File: src/design/rhpp_pkg.sv
// ----------------------------------------------------------------------------
// rhpp_pkg
// Shared types and constants of the rendezvous hash peer picker: field widths,
// hash constants, command queue entry, result and state encodings.
// ----------------------------------------------------------------------------
package rhpp_pkg;

  // default sizes
  localparam int PEER_SLOTS_DEF = 32;
  localparam int NAME_BYTES_DEF = 20;
  localparam int CMD_FIFO_DEPTH = 4;

  // field widths
  localparam int PEER_IDX_W = 5;
  localparam int PEER_CNT_W = 6;
  localparam int HASH_W     = 32;
  localparam int BYTE_W     = 8;
  localparam int CFG_IDX_W  = 1;
  localparam int CFG_DATA_W = 6;
  localparam int S_TDATA_W  = 48;
  localparam int M_TDATA_W  = 8;

  // hash constants
  localparam logic [HASH_W-1:0] LCG_MUL  = 32'd1103515245;
  localparam logic [HASH_W-1:0] LCG_ADD  = 32'd12345;
  localparam logic [HASH_W-1:0] LOW31    = 32'h7FFF_FFFF;
  localparam int                NAME_ROT = 19;

  // kind of input item
  typedef enum logic {
    ACT_WRITE = 1'b0,
    ACT_NAME  = 1'b1
  } action_e;

  // kind of queued command
  typedef enum logic {
    CMD_WRITE = 1'b0,
    CMD_SCAN  = 1'b1
  } cmd_kind_e;

  // configuration register indexes
  typedef enum logic [CFG_IDX_W-1:0] {
    CFG_PEER_COUNT  = 1'b0,
    CFG_LOCAL_INDEX = 1'b1
  } cfg_reg_e;

  // back end sequencer states
  typedef enum logic [1:0] {
    BK_IDLE,
    BK_SCAN,
    BK_DRAIN,
    BK_DONE
  } back_state_e;

  // command from the front end to the back end
  typedef struct packed {
    cmd_kind_e              kind;
    logic [PEER_IDX_W-1:0]  index;
    logic [HASH_W-1:0]      hash;
    logic                   alive;
  } cmd_t;

  // one result item
  typedef struct packed {
    logic                   pick_valid;
    logic [PEER_IDX_W-1:0]  picked_peer;
  } result_t;

endpackage

File: src/design/rhpp_ram.sv
// ----------------------------------------------------------------------------
// rhpp_ram
// Generic simple dual port RAM: one write port, one read port with
// registered read data.
// ----------------------------------------------------------------------------
module rhpp_ram #(
  parameter int WIDTH = 32,
  parameter int DEPTH = 32
) (
  input  logic                     clk_i,
  input  logic                     we_i,
  input  logic [$clog2(DEPTH)-1:0] waddr_i,
  input  logic [WIDTH-1:0]         wdata_i,
  input  logic [$clog2(DEPTH)-1:0] raddr_i,
  output logic [WIDTH-1:0]         rdata_o
);

  logic [WIDTH-1:0] mem_q [DEPTH];
  logic [WIDTH-1:0] rdata_q;

  // write port
  always_ff @(posedge clk_i) begin
    if (we_i) begin
      mem_q[waddr_i] <= wdata_i;
    end
  end

  // registered read port
  always_ff @(posedge clk_i) begin
    rdata_q <= mem_q[raddr_i];
  end

  assign rdata_o = rdata_q;

endmodule

File: src/design/rhpp_cmd_fifo.sv
// ----------------------------------------------------------------------------
// rhpp_cmd_fifo
// Short command queue between the front end and the back end.
// ----------------------------------------------------------------------------
module rhpp_cmd_fifo #(
  parameter int DEPTH = rhpp_pkg::CMD_FIFO_DEPTH
) (
  input  logic           clk_i,
  input  logic           rst_ni,
  input  logic           push_i,
  input  rhpp_pkg::cmd_t data_i,
  input  logic           pop_i,
  output rhpp_pkg::cmd_t head_o,
  output logic           empty_o,
  output logic           full_o
);

  localparam int PtrW = $clog2(DEPTH);
  localparam int CntW = $clog2(DEPTH + 1);

  rhpp_pkg::cmd_t  mem_q [DEPTH];
  logic [PtrW-1:0] wptr_q, wptr_d;
  logic [PtrW-1:0] rptr_q, rptr_d;
  logic [CntW-1:0] count_q, count_d;
  logic            do_push, do_pop;

  assign empty_o = (count_q == '0);
  assign full_o  = (count_q == CntW'(DEPTH));
  assign do_push = push_i && !full_o;
  assign do_pop  = pop_i && !empty_o;
  assign head_o  = mem_q[rptr_q];

  // pointer and fill count update
  always_comb begin
    wptr_d  = wptr_q;
    rptr_d  = rptr_q;
    count_d = count_q;
    if (do_push) begin
      wptr_d = (wptr_q == PtrW'(DEPTH - 1)) ? '0 : wptr_q + PtrW'(1);
    end
    if (do_pop) begin
      rptr_d = (rptr_q == PtrW'(DEPTH - 1)) ? '0 : rptr_q + PtrW'(1);
    end
    if (do_push && !do_pop) begin
      count_d = count_q + CntW'(1);
    end else if (do_pop && !do_push) begin
      count_d = count_q - CntW'(1);
    end
  end

  always_ff @(posedge clk_i or negedge rst_ni) begin
    if (!rst_ni) begin
      wptr_q  <= '0;
      rptr_q  <= '0;
      count_q <= '0;
    end else begin
      wptr_q  <= wptr_d;
      rptr_q  <= rptr_d;
      count_q <= count_d;
    end
  end

  // entry storage
  always_ff @(posedge clk_i) begin
    if (do_push) begin
      mem_q[wptr_q] <= data_i;
    end
  end

endmodule

File: src/design/rhpp_front.sv
// ----------------------------------------------------------------------------
// rhpp_front
// Front end: accepts items, folds name bytes into the running name hash and
// queues table writes and completed-name scans for the back end.
// ----------------------------------------------------------------------------
module rhpp_front #(
  parameter int PEER_SLOTS = rhpp_pkg::PEER_SLOTS_DEF,
  parameter int NAME_BYTES = rhpp_pkg::NAME_BYTES_DEF
) (
  input  logic                            clk_i,
  input  logic                            rst_ni,
  input  logic                            in_valid_i,
  output logic                            in_ready_o,
  input  logic                            in_action_i,
  input  logic [rhpp_pkg::PEER_IDX_W-1:0] in_index_i,
  input  logic [rhpp_pkg::HASH_W-1:0]     in_hash_i,
  input  logic                            in_alive_i,
  input  logic [rhpp_pkg::BYTE_W-1:0]     in_byte_i,
  input  logic                            full_i,
  output logic                            push_o,
  output rhpp_pkg::cmd_t                  cmd_o
);

  localparam int ByteCntW = $clog2(NAME_BYTES + 1);
  localparam int HashW    = rhpp_pkg::HASH_W;
  localparam int RotLo    = HashW - rhpp_pkg::NAME_ROT;

  logic [HashW-1:0]    hash_q, hash_d;
  logic [ByteCntW-1:0] cnt_q, cnt_d;
  logic                accept;

  assign in_ready_o = !full_i;
  assign accept     = in_valid_i && !full_i;

  // running hash and command build
  always_comb begin
    logic [HashW-1:0] rot;
    logic [HashW-1:0] sext;
    logic [HashW-1:0] sum;
    rot    = {hash_q[RotLo-1:0], hash_q[HashW-1:RotLo]};
    sext   = {{(HashW - rhpp_pkg::BYTE_W){in_byte_i[rhpp_pkg::BYTE_W-1]}}, in_byte_i};
    sum    = hash_q + rot + sext;
    hash_d = hash_q;
    cnt_d  = cnt_q;
    push_o = 1'b0;
    cmd_o  = '{kind: rhpp_pkg::CMD_WRITE, index: in_index_i, hash: in_hash_i,
               alive: in_alive_i};
    if (accept) begin
      if (rhpp_pkg::action_e'(in_action_i) == rhpp_pkg::ACT_WRITE) begin
        // writes beyond the table are dropped here
        push_o = (32'(in_index_i) < 32'(PEER_SLOTS));
      end else if (cnt_q == ByteCntW'(NAME_BYTES - 1)) begin
        // last byte of a name: hand the hash to the back end
        push_o = 1'b1;
        cmd_o  = '{kind: rhpp_pkg::CMD_SCAN, index: '0, hash: sum, alive: 1'b0};
        hash_d = '0;
        cnt_d  = '0;
      end else begin
        hash_d = sum;
        cnt_d  = cnt_q + ByteCntW'(1);
      end
    end
  end

  always_ff @(posedge clk_i or negedge rst_ni) begin
    if (!rst_ni) begin
      hash_q <= '0;
      cnt_q  <= '0;
    end else begin
      hash_q <= hash_d;
      cnt_q  <= cnt_d;
    end
  end

endmodule

File: src/design/rhpp_back.sv
// ----------------------------------------------------------------------------
// rhpp_back
// Back end: applies table writes and, for each completed name, walks the
// peer table through a weight pipeline and keeps the running maximum.
// ----------------------------------------------------------------------------
module rhpp_back #(
  parameter int PEER_SLOTS = rhpp_pkg::PEER_SLOTS_DEF
) (
  input  logic                                 clk_i,
  input  logic                                 rst_ni,
  input  rhpp_pkg::cmd_t                       head_i,
  input  logic                                 empty_i,
  output logic                                 pop_o,
  input  logic [$clog2(PEER_SLOTS + 1)-1:0]    limit_i,
  input  logic [rhpp_pkg::PEER_IDX_W-1:0]      local_i,
  input  logic                                 out_ready_i,
  output logic                                 out_valid_o,
  output rhpp_pkg::result_t                    out_o
);

  localparam int IdxW  = $clog2(PEER_SLOTS);
  localparam int CntW  = $clog2(PEER_SLOTS + 1);
  localparam int HashW = rhpp_pkg::HASH_W;
  localparam int WW    = HashW - 1;

  rhpp_pkg::back_state_e state_q, state_d;
  logic [CntW-1:0]       scan_cnt_q;
  logic [IdxW-1:0]       scan_idx;
  logic [WW-1:0]         name_hash_q;
  logic [PEER_SLOTS-1:0] alive_q;
  logic                  pop, ram_we, issue, scan_start, load_out;
  logic [HashW-1:0]      ram_rdata;

  // weight pipeline stages
  logic             va_q, vb_q, vc_q, vd_q;
  logic             ca_q, cb_q, cc_q, cd_q;
  logic [IdxW-1:0]  ia_q, ib_q, ic_q, id_q;
  logic [HashW-1:0] prod1_q, mixed_q, prod2_q;
  logic [WW-1:0]    weight;

  // running maximum
  logic             found_q;
  logic [WW-1:0]    best_w_q;
  logic [IdxW-1:0]  best_i_q;

  logic              out_valid_q;
  rhpp_pkg::result_t out_q;

  function automatic logic [HashW-1:0] LcgMul(input logic [HashW-1:0] x);
    logic [HashW-1:0] p;
    p = rhpp_pkg::LCG_MUL * x;
    return p;
  endfunction

  assign scan_idx    = scan_cnt_q[IdxW-1:0];
  assign pop_o       = pop;
  assign out_valid_o = out_valid_q;
  assign out_o       = out_q;

  rhpp_ram #(
    .WIDTH (HashW),
    .DEPTH (PEER_SLOTS)
  ) u_hash_ram (
    .clk_i   (clk_i),
    .we_i    (ram_we),
    .waddr_i (IdxW'(head_i.index)),
    .wdata_i (head_i.hash),
    .raddr_i (scan_idx),
    .rdata_o (ram_rdata)
  );

  // sequencer next state
  always_comb begin
    state_d    = state_q;
    pop        = 1'b0;
    ram_we     = 1'b0;
    issue      = 1'b0;
    scan_start = 1'b0;
    load_out   = 1'b0;
    case (state_q)
      rhpp_pkg::BK_IDLE: begin
        if (!empty_i) begin
          pop = 1'b1;
          if (head_i.kind == rhpp_pkg::CMD_WRITE) begin
            ram_we = 1'b1;
          end else begin
            scan_start = 1'b1;
            state_d    = rhpp_pkg::BK_SCAN;
          end
        end
      end
      rhpp_pkg::BK_SCAN: begin
        if (scan_cnt_q < limit_i) begin
          issue = 1'b1;
        end else begin
          state_d = rhpp_pkg::BK_DRAIN;
        end
      end
      rhpp_pkg::BK_DRAIN: begin
        if (!(va_q || vb_q || vc_q || vd_q)) begin
          state_d = rhpp_pkg::BK_DONE;
        end
      end
      rhpp_pkg::BK_DONE: begin
        if (!out_valid_q) begin
          load_out = 1'b1;
          state_d  = rhpp_pkg::BK_IDLE;
        end
      end
      default: begin
        state_d = rhpp_pkg::BK_IDLE;
      end
    endcase
  end

  always_ff @(posedge clk_i or negedge rst_ni) begin
    if (!rst_ni) begin
      state_q <= rhpp_pkg::BK_IDLE;
    end else begin
      state_q <= state_d;
    end
  end

  // scan counter and alive flags
  always_ff @(posedge clk_i or negedge rst_ni) begin
    if (!rst_ni) begin
      scan_cnt_q <= '0;
      alive_q    <= '0;
    end else begin
      if (scan_start) begin
        scan_cnt_q <= '0;
      end else if (issue) begin
        scan_cnt_q <= scan_cnt_q + CntW'(1);
      end
      if (ram_we) begin
        alive_q[IdxW'(head_i.index)] <= head_i.alive;
      end
    end
  end

  always_ff @(posedge clk_i) begin
    if (scan_start) begin
      name_hash_q <= head_i.hash[WW-1:0];
    end
  end

  // pipeline valid bits
  always_ff @(posedge clk_i or negedge rst_ni) begin
    if (!rst_ni) begin
      va_q <= 1'b0;
      vb_q <= 1'b0;
      vc_q <= 1'b0;
      vd_q <= 1'b0;
    end else begin
      va_q <= issue;
      vb_q <= va_q;
      vc_q <= vb_q;
      vd_q <= vc_q;
    end
  end

  // pipeline payload: read, first multiply, mix, second multiply
  always_ff @(posedge clk_i) begin
    ca_q    <= alive_q[scan_idx] && (32'(scan_idx) != 32'(local_i));
    ia_q    <= scan_idx;
    cb_q    <= ca_q;
    ib_q    <= ia_q;
    prod1_q <= LcgMul(ram_rdata & rhpp_pkg::LOW31);
    cc_q    <= cb_q;
    ic_q    <= ib_q;
    mixed_q <= (prod1_q + rhpp_pkg::LCG_ADD) ^ {1'b0, name_hash_q};
    cd_q    <= cc_q;
    id_q    <= ic_q;
    prod2_q <= LcgMul(mixed_q);
  end

  assign weight = prod2_q[WW-1:0] + rhpp_pkg::LCG_ADD[WW-1:0];

  // running maximum, earlier index kept on a tie
  always_ff @(posedge clk_i or negedge rst_ni) begin
    if (!rst_ni) begin
      found_q <= 1'b0;
    end else if (scan_start) begin
      found_q <= 1'b0;
    end else if (vd_q && cd_q) begin
      found_q <= 1'b1;
    end
  end

  always_ff @(posedge clk_i) begin
    if (vd_q && cd_q && (!found_q || weight > best_w_q)) begin
      best_w_q <= weight;
      best_i_q <= id_q;
    end
  end

  // output register
  always_ff @(posedge clk_i or negedge rst_ni) begin
    if (!rst_ni) begin
      out_valid_q <= 1'b0;
    end else if (load_out) begin
      out_valid_q <= 1'b1;
    end else if (out_ready_i) begin
      out_valid_q <= 1'b0;
    end
  end

  always_ff @(posedge clk_i) begin
    if (load_out) begin
      out_q.pick_valid  <= found_q;
      out_q.picked_peer <= found_q ? rhpp_pkg::PEER_IDX_W'(best_i_q) : '0;
    end
  end

  // pipeline is empty whenever no scan is in flight
  assert property (@(posedge clk_i) disable iff (!rst_ni)
    (state_q == rhpp_pkg::BK_IDLE || state_q == rhpp_pkg::BK_DONE)
      |-> !(va_q || vb_q || vc_q || vd_q))
    else $error("weight pipeline busy outside a scan");

  // a reported peer lies inside the table range and is not the local node
  assert property (@(posedge clk_i) disable iff (!rst_ni)
    (state_q == rhpp_pkg::BK_DONE && found_q)
      |-> (32'(best_i_q) < 32'(limit_i)) && (32'(best_i_q) != 32'(local_i)))
    else $error("picked peer out of range or local");

  // the scan never runs past the limit
  assert property (@(posedge clk_i) disable iff (!rst_ni)
    (state_q == rhpp_pkg::BK_SCAN) |-> (scan_cnt_q <= limit_i))
    else $error("scan counter beyond limit");

  // a result is loaded only after the scan has drained
  assert property (@(posedge clk_i) disable iff (!rst_ni)
    load_out |-> $past(state_q) == rhpp_pkg::BK_DRAIN || $past(state_q) == rhpp_pkg::BK_DONE)
    else $error("result loaded without a finished scan");

endmodule

File: src/design/rendezvous_hash_peer_pick_top.sv
// ----------------------------------------------------------------------------
// rendezvous_hash_peer_pick_top
// Rendezvous peer picker: peer table writes and chunk name bytes come in on
// one stream, one pick per completed name goes out on the other.
// ----------------------------------------------------------------------------
// Input items are taken one per cycle while the 4-entry command queue has room.
// A completed name holds the back end for one table read per entry, over
// min(peer_count,PEER_SLOTS) entries, plus the weight pipeline drain. The pick
// then goes to the output register once any earlier pick has been taken,
// behind any queue wait. Reset clears alive flags, name hash, configuration and
// queue; the hash table is left undefined and needs no clearing pass.
module rendezvous_hash_peer_pick_top #(
  parameter int PEER_SLOTS = rhpp_pkg::PEER_SLOTS_DEF,
  parameter int NAME_BYTES = rhpp_pkg::NAME_BYTES_DEF
) (
  input  logic                             clk_i,
  input  logic                             rst_ni,
  // tdata: peer_index[4:0], peer_hash[36:5], peer_alive[37], name_byte[45:38]
  input  logic [rhpp_pkg::S_TDATA_W-1:0]   s_axis_tdata_i,
  // tuser: action[0]
  input  logic                             s_axis_tuser_i,
  input  logic                             s_axis_tvalid_i,
  output logic                             s_axis_tready_o,
  // tdata: picked_peer[4:0]
  output logic [rhpp_pkg::M_TDATA_W-1:0]   m_axis_tdata_o,
  // tuser: pick_valid[0]
  output logic                             m_axis_tuser_o,
  output logic                             m_axis_tvalid_o,
  input  logic                             m_axis_tready_i,
  input  logic                             cfg_we_i,
  input  logic [rhpp_pkg::CFG_IDX_W-1:0]   cfg_idx_i,
  input  logic [rhpp_pkg::CFG_DATA_W-1:0]  cfg_wdata_i
);

  localparam int CntW = $clog2(PEER_SLOTS + 1);
  localparam int IdxW = rhpp_pkg::PEER_IDX_W;

  logic [rhpp_pkg::PEER_CNT_W-1:0] peer_count_q;
  logic [IdxW-1:0]                 local_q;
  logic [CntW-1:0]                 limit;
  logic                            push, pop, empty, full;
  rhpp_pkg::cmd_t                  push_cmd, head_cmd;
  rhpp_pkg::result_t               result;

  // configuration registers
  always_ff @(posedge clk_i or negedge rst_ni) begin
    if (!rst_ni) begin
      peer_count_q <= '0;
      local_q      <= '0;
    end else if (cfg_we_i) begin
      case (rhpp_pkg::cfg_reg_e'(cfg_idx_i))
        rhpp_pkg::CFG_PEER_COUNT:  peer_count_q <= cfg_wdata_i;
        rhpp_pkg::CFG_LOCAL_INDEX: local_q      <= cfg_wdata_i[IdxW-1:0];
        default: ;
      endcase
    end
  end

  // peer count saturates at the table size
  assign limit = (32'(peer_count_q) < 32'(PEER_SLOTS)) ? CntW'(peer_count_q)
                                                       : CntW'(PEER_SLOTS);

  rhpp_front #(
    .PEER_SLOTS (PEER_SLOTS),
    .NAME_BYTES (NAME_BYTES)
  ) u_front (
    .clk_i       (clk_i),
    .rst_ni      (rst_ni),
    .in_valid_i  (s_axis_tvalid_i),
    .in_ready_o  (s_axis_tready_o),
    .in_action_i (s_axis_tuser_i),
    .in_index_i  (s_axis_tdata_i[4:0]),
    .in_hash_i   (s_axis_tdata_i[36:5]),
    .in_alive_i  (s_axis_tdata_i[37]),
    .in_byte_i   (s_axis_tdata_i[45:38]),
    .full_i      (full),
    .push_o      (push),
    .cmd_o       (push_cmd)
  );

  rhpp_cmd_fifo #(
    .DEPTH (rhpp_pkg::CMD_FIFO_DEPTH)
  ) u_cmd_fifo (
    .clk_i   (clk_i),
    .rst_ni  (rst_ni),
    .push_i  (push),
    .data_i  (push_cmd),
    .pop_i   (pop),
    .head_o  (head_cmd),
    .empty_o (empty),
    .full_o  (full)
  );

  rhpp_back #(
    .PEER_SLOTS (PEER_SLOTS)
  ) u_back (
    .clk_i       (clk_i),
    .rst_ni      (rst_ni),
    .head_i      (head_cmd),
    .empty_i     (empty),
    .pop_o       (pop),
    .limit_i     (limit),
    .local_i     (local_q),
    .out_ready_i (m_axis_tready_i),
    .out_valid_o (m_axis_tvalid_o),
    .out_o       (result)
  );

  // result packing
  assign m_axis_tuser_o = result.pick_valid;
  assign m_axis_tdata_o = {(rhpp_pkg::M_TDATA_W - IdxW)'(0), result.picked_peer};

endmodule
File: config.mk
export PLATFORM = sky130hd
export DESIGN_NAME = rendezvous_hash_peer_pick_top
export DESIGN_NICKNAME = d
export VERILOG_FILES = /design/src/design/rhpp_pkg.sv /design/src/design/rhpp_ram.sv /design/src/design/rhpp_cmd_fifo.sv /design/src/design/rhpp_front.sv /design/src/design/rhpp_back.sv /design/src/design/rendezvous_hash_peer_pick_top.sv
export SDC_FILE = /design/constraint.sdc
export NUM_CORES = 2
export LEC_CHECK = 0
export CORE_UTILIZATION = 40
export DETAILED_ROUTE_END_ITERATION = 10
export DONT_BUFFER_PORTS = 1
export PLACE_DENSITY = 0.62
export SYNTH_ARGS = -nofsm -noshare
export SYNTH_HDL_FRONTEND = slang
export SYNTH_SLANG_ARGS = --single-unit
export TNS_END_PERCENT = 30
File: constraint.sdc
create_clock -name clk_i -period 6.9 [get_ports clk_i]
set_input_delay 0.69 -clock clk_i [delete_from_list [all_inputs] [get_ports clk_i]]
set_output_delay 0.69 -clock clk_i [all_outputs]
set_load 0.03 [all_outputs]
; ---- Word level (Yosys, flattened, before mapping)
; Memory sizes are Yosys's and may differ from the RTL's. A register that Yosys moved wholly into a read port is not among the register bits.
; Cells that the tools add are included.
; Widths: inputs -> output; s select.
[word_totals]
inputBits = 61
n_memories = 2
mem_bits_rw = 1180
out_inout_bits = 11
regBits = 293
word_cells = 141
[op_classes]
addsub = 10
n_bitwise = 2
n_eq_ne = 13
muxes = 46
n_reduce_logical = 28
magnitude_cmp = 6
multipliers = 2
[mem_list]
columns = memory, depth, word_bits, read_ports, rd_ports_with_merged_regs, wr, line_no
row1 = u_back.u_hash_ram.mem_q, 32, 32, 1, 1, 1, rhpp_ram.sv:18  ; logic [WIDTH-1:0] mem_q [DEPTH];
row2 = u_cmd_fifo.mem_q, 4, 39, 1, 0, 1, rhpp_cmd_fifo.sv:21  ; rhpp_pkg::cmd_t mem_q [DEPTH];
[ops]
columns = op, count
row1 = $mux 39, 3
row2 = $add 32x32->32, 2
row3 = $add 32x14->32 const B, 1
row4 = $bwmux 32, 1
row5 = $mul 31x31->32 const A, 1
row6 = $mul 31x32->31 const A, 1
row7 = $mux 32, 1
row8 = $xor 32x31->32, 1
row9 = $add 31x14->31 const B, 1
row10 = $gt 31x31->1, 1
row11 = $mux 1, 25
row12 = $mux 6, 3
row13 = $mux 2, 7
row14 = $lt 5x6->1 const B, 2
row15 = $logic_and 1x1->1, 9
row16 = $eq 2x2->1 const B, 4
row17 = $ne 2x2->1 const B, 4
row18 = $pmux 2 s4, 1
row19 = $reduce_bool 2->1, 4
row20 = $add 6x1->6 const B, 1
row21 = $lt 6x6->1, 1
row22 = $lt 6x6->1 const B, 1
row23 = $mux 3, 2
row24 = $reduce_and 2->1, 3
row25 = other kinds (19), 27

; ---- Logic depth before layout (Yosys ltp)
[logic_depth]
word_depth = 9
ltp_mapped = 27
ltp_nobuf = 27

; ---- Hierarchy
; A second synthesis with hierarchy kept.
[hier_totals]
cells_unflattened = 5399
hier_area_um2 = 76651.0
[by_module_without_submodules]
columns = mod, cells_each, instances, area_per_inst_um2, seq_area_each_um2
row1 = rhpp_ram, 2260, 1, 40485.1, 31390.1
row2 = rhpp_back, 2378, 1, 25374.3, 5685.5
row3 = rhpp_cmd_fifo, 241, 1, 6094.6, 4859.7
row4 = rhpp_front, 486, 1, 4186.5, 925.9
row5 = rendezvous_hash_peer_pick_top, 34, 1, 510.5, 275.3

; ---- Least setup slack after synthesis
; Ideal clock, no wire load.
[synth_timing]
kind = reg-to-reg
start = reg u_back.u_hash_ram.rdata_q[6], in the netlist u_back.u_hash_ram.rdata_o[6] (read register of u_back.u_hash_ram.mem_q)
end = reg u_back.prod1_q[30]
setup_ns = 0.118
path_slack_ns = 0.473
path_buffers = 0
synth_period_minus_slack_ns = 6.427
required_ns = 6.782
path_stages_with_launch = 25
t_arrival_ns = 6.309
cell_sequence = dfxtp_1 > fa_1 > xor2_1 > ha_1 > fa_1 > inv_1 > fa_1 > inv_1 > fa_1 > ha_1 > fa_1 > inv_1 > fa_1 > inv_1 > ha_1 > a21o_1 > a31o_1 > a31o_1 > a21oi_2 > a21oi_2 > a2111oi_4 > nor3_2 > a2111oi_4 > a21oi_2 > xnor2_1
[synth_via]
elab_chain_len = 1
[synth_lines]
columns = element, line_no
row1 = "start, declared", rhpp_ram.sv:19  ; logic [WIDTH-1:0] rdata_q;
row2 = $mul 31x31->32, rhpp_back.sv:51  ; p = rhpp_pkg::LCG_MUL * x;
row3 = "end signal, assigned", rhpp_back.sv:168  ; prod1_q <= LcgMul(ram_rdata & rhpp_pkg::LOW31);
row4 = "end, declared", rhpp_back.sv:38  ; logic [HashW-1:0] prod1_q, mixed_q, prod2_q;
; Every way passes these cells.
; A chain may end at the register's enable or synchronous reset.

; ---- Worst setup path in the final report
[layout_timing]
start = reg u_back.u_hash_ram.rdata_q[4], in the netlist u_back.u_hash_ram.rdata_o[4] (read register of u_back.u_hash_ram.mem_q)
end = reg u_back.prod1_q[30]
; The elaborated chain is that of the path after synthesis.

==> impl_metrics.py <==
metrics = {
    "run_status": {
        "status": "finished, final reports clean",
    },
    "clocking": {
        "cts_sinks": 1466,
        "cts_buffers": 154,
        "cts_tree": "built",
        "cts_htree_levels": 4,
        "post_cts_buffers": 0,
        "clock_latency_ps": 790,
        "path_clk_slew_ps": 60,
        "clockBufferDepth": 3,
        "root_buffer": "clkbuf_16",
    },
    "timing": {
        "setup_violations": 0,
        "fin_crit_sh_pct": 94.57,
        "rsz0062_at_grt": "false",
        "maxSlewViolCount": 0,
        "fmax_ghz": 0.1532,
        "hold_viol_final": 0,
        "maxSlewHeadroom_pct": 21.58,
        "period_needed_ps": 6526,
        "tightest_slew_ps": 1173,
        "fin_tns_setup_ps": 0,
        "finClkSkew_ps": 26.82,
    },
    "floorplanning": {
        "die_h_um": 429.3,
        "die_area_um2": 184300,
        "core_area_um2": 181100,
        "die_w_um": 429.3,
        "start_util_pct": 40.33,
        "rows": 156,
        "num_io_pins": 72,
    },
    "routing": {
        "routed_wirelength_um": 171700,
        "via_count": 37140,
        "viasPerCell": 5.280,
        "drcViolationCount": 0,
        "wl_per_cell_um": 24.41,
        "ant_nets": 0,
        "drtPass1Iterations": 8,
        "initialDrtViolationCount": 2950,
    },
    "logic_synthesis": {
        "ys.flop_type": "edfxtp_1",
        "synth_seq_cells": 1466,
        "yosysUniqueCellTypes": 73,
        "yosys.area_share.adder_pct": 17.91,
        "synthXorXnorAreaFrac_pct": 2.950,
        "yosysSeqAreaShare_pct": 57.55,
        "synth_simple_gate_area_share_pct": 2.792,
        "synthTopCellsByArea": "edfxtp_1, mux4_2, fa_1",
        "synthMuxAreaShare_pct": 12.51,
        "synth_top_family_by_area": "adder cells",
        "yosys_warnings": 0,
        "synth_compound_area_share_pct": 2.724,
        "synth_area_um2": 73040,
        "yosysTopAreaCell": "edfxtp_1",
        "synth.top_cell.area_share_pct": 50.03,
        "syn_inst": 4391,
        "synth_edf_count": 1217,
        "synth_area_per_cell_um2": 16.63,
        "synthArstFlopShare_pct": 6.889,
    },
    "worst_setup_path": {
        "cp_cell_sequence": "fa_1 > xor2_1 > ha_1 > fa_1 > inv_1 > fa_1 > inv_1 > fa_1 > ha_1 > fa_1 > inv_1 > fa_1 > inv_1 > ha_1 > a21o_1 > a31o_1 > a31o_1 > a21oi_2 > a21oi_2 > a2111oi_4 > nor3_2 > a2111oi_4 > a21oi_2 > xnor2_1",
        "crit_buf_inv": 4,
        "cp_data_required_time_ps": 7540,
        "slowest_stage": "fa_1",
        "end_kind": "flip-flop",
        "arrival_ps": 7170,
        "path_delay_family": "adder cells",
        "cp_max_fo": 5,
        "r2r_setup_slack_ps": 370,
        "crit_top_cell": "fa_1",
        "path_class": "reg -> reg",
        "critPathLaunchType": "flip-flop",
        "slowest_delay_ps": 600,
    },
    "grt": {
        "gr-usage-all-layers_pct": 18.87,
        "antenna_found_initial": 12,
        "grt_start_max_net_pins": 117,
        "grt_pass1_wl_um": 255800,
        "grt_overflow_total": 0,
        "grt_pass1_vias": 38899,
    },
    "min_path": {
        "hold_class": "in -> reg",
    },
    "layout": {
        "fillCellCount": 15614,
        "ff_latch_area_um2": 42050,
        "drive_gt1_share_pct": 17.70,
        "syn2layout_area_growth_pct": 11.84,
        "multi_input_area_um2": 28670,
        "nets": 5412,
    },
    "place": {
        "routabilityCongestion": 0.8586,
        "dp_hpwl_um": 115600,
        "port_buffers": 0,
    },
    "flow_run": {
        "drv_cap": 0,
    },
}
==> area by class of cell <==
class                   count  area share (%)
clock inverters            94           1.144
diodes                      3        0.009190
multi-input cells        2244           35.10
well taps                2370           3.630
inverters                 569           2.615
repair buffers             95          0.9986
clock buffers             193           5.024
flip-flops and latches   1466           51.48
==> flip-flops by register name (all words and copies together), names as in the netlist, 2 cells and up <==
signal,flops
u_back.u_hash_ram.mem_q,992
u_cmd_fifo.mem_q,152
u_back.alive_q,32
u_front.hash_q,32
u_back.best_w_q,31
u_back.mixed_q,31
u_back.name_hash_q,31
u_back.prod1_q,31
u_back.prod2_q,31
u_back.u_hash_ram.rdata_o,31
peer_count_q,6
u_back.out_o,6
u_back.scan_cnt_q,6
local_q,5
u_back.best_i_q,5
u_back.ia_q,5
u_back.ib_q,5
u_back.ic_q,5
u_back.id_q,5
u_front.cnt_q,5
u_cmd_fifo.count_q,3
u_back.state_q,2
u_cmd_fifo.rptr_q,2
u_cmd_fifo.wptr_q,2
==> cells in the final DEF, fill, tap and decap left out, types with 21 or more instances in the layout <==
cell type	synthesis	routed
inv_1	569	569
xnor2_1	170	170
nand4_1	21	21
nor2_1	122	90
buf_4	3	81
clkbuf_16	0	157
nand2_1	119	119
nor2_4	0	32
ha_1	447	447
nand3_1	44	44
clkinv_1	0	35
fa_1	374	374
mux4_2	358	358
clkbuf_1	70	32
o21ai_0	62	62
a21o_1	32	32
dfxtp_1	148	148
a21oi_1	70	70
edfxtp_1	1217	1217
mux2_2	93	93
xor2_1	76	76
dfrtp_1	101	94
==> cell families after synthesis <==
kind of cell	after synthesis
buffers and inverters	683
other	1
AND/OR/NAND/NOR	429
multiplexers	454
flip-flops	1466
AO/OA/AOI/OAI	291
XOR/XNOR	246
adder cells (fa/ha/maj)	821
==> per-stage QoR <==
step | utilization (%) | worst slack, ps | instances | cell area (um2) | hold slack [ps]
after global placement | 42.25 | 278.0 | 6735 | 76540 | 309.7
after floorplan | - | 472.6 | 4393 | 73050 | 309.6
final | 45.10 | 374.5 | 7034 | 81690 | 70.30
after global routing | 45.10 | 25.27 | 7033 | 81690 | 30.30
after CTS | 45.09 | 238.6 | 7031 | 81680 | 5.185
after detailed placement | 42.25 | 300.8 | 6735 | 76540 | 312.1
==> synth_stat cells (70+ instances only) <==
cell type	n
a21oi_1	70
clkbuf_1	70
dfrtp_1	101
dfxtp_1	148
edfxtp_1	1217
fa_1	374
ha_1	447
inv_1	569
mux2_2	93
mux4_2	358
nand2_1	119
nor2_1	122
xnor2_1	170
xor2_1	76
==> worst reg2reg max path, cell delays in order (launching register included) <==
cell and delay (ps):
dfxtp_1 320, fa_1 600, xor2_1 170, ha_1 270, fa_1 510, inv_1 50
fa_1 480, inv_1 60, fa_1 450, ha_1 300, fa_1 480, inv_1 50
fa_1 360, inv_1 60, ha_1 280, a21o_1 210, a31o_1 210, a31o_1 230
a21oi_2 190, a21oi_2 110, a2111oi_4 380, nor3_2 110, a2111oi_4 280, a21oi_2 100
xnor2_1 140
==> repair_timing <==
action / in CTS / in global routing
endpoints found under the setup margin: 0 / 3
endpoints found under the hold margin: 112 / 0
resized for setup: 0 / 1
hold buffers: 9 / 0
==> metal layers <==
layer	GRT usage [%]	part of all wire, %	up-vias	wire length [um]
li1	-	-	16430	-
met1	25.67	43	19596	74370
met2	31.18	49	916	84460
met3	3.906	5.7	190	9844
met4	4.180	1.7	8	2965
met5	0	0.029	-	49
==> path summary, 6_finish.rpt <==
check / cells after the start / to / startpoint
worst max-delay path: 24 / u_back.prod1_q[30]$_DFF_P_ / u_back.u_hash_ram.rdata_o[4]$_DFF_P_
worst min-delay path: 1 / peer_count_q[3]$_DFFE_PN0P_ / cfg_wdata_i[3]
worst max register to register: 24 / u_back.prod1_q[30]$_DFF_P_ / u_back.u_hash_ram.rdata_o[4]$_DFF_P_
worst min register to register: 0 / u_back.id_q[1]$_DFF_P_ / u_back.ic_q[1]$_DFF_P_
max in group asynchronous: 2 / u_back.scan_cnt_q[0]$_DFFE_PN0P_ / rst_ni
min in group asynchronous: 2 / u_front.hash_q[23]$_DFFE_PN0P_ / rst_ni
Power is not shown: default switching activity piles up to over one toggle a cycle in this logic, so the estimate is an artifact.
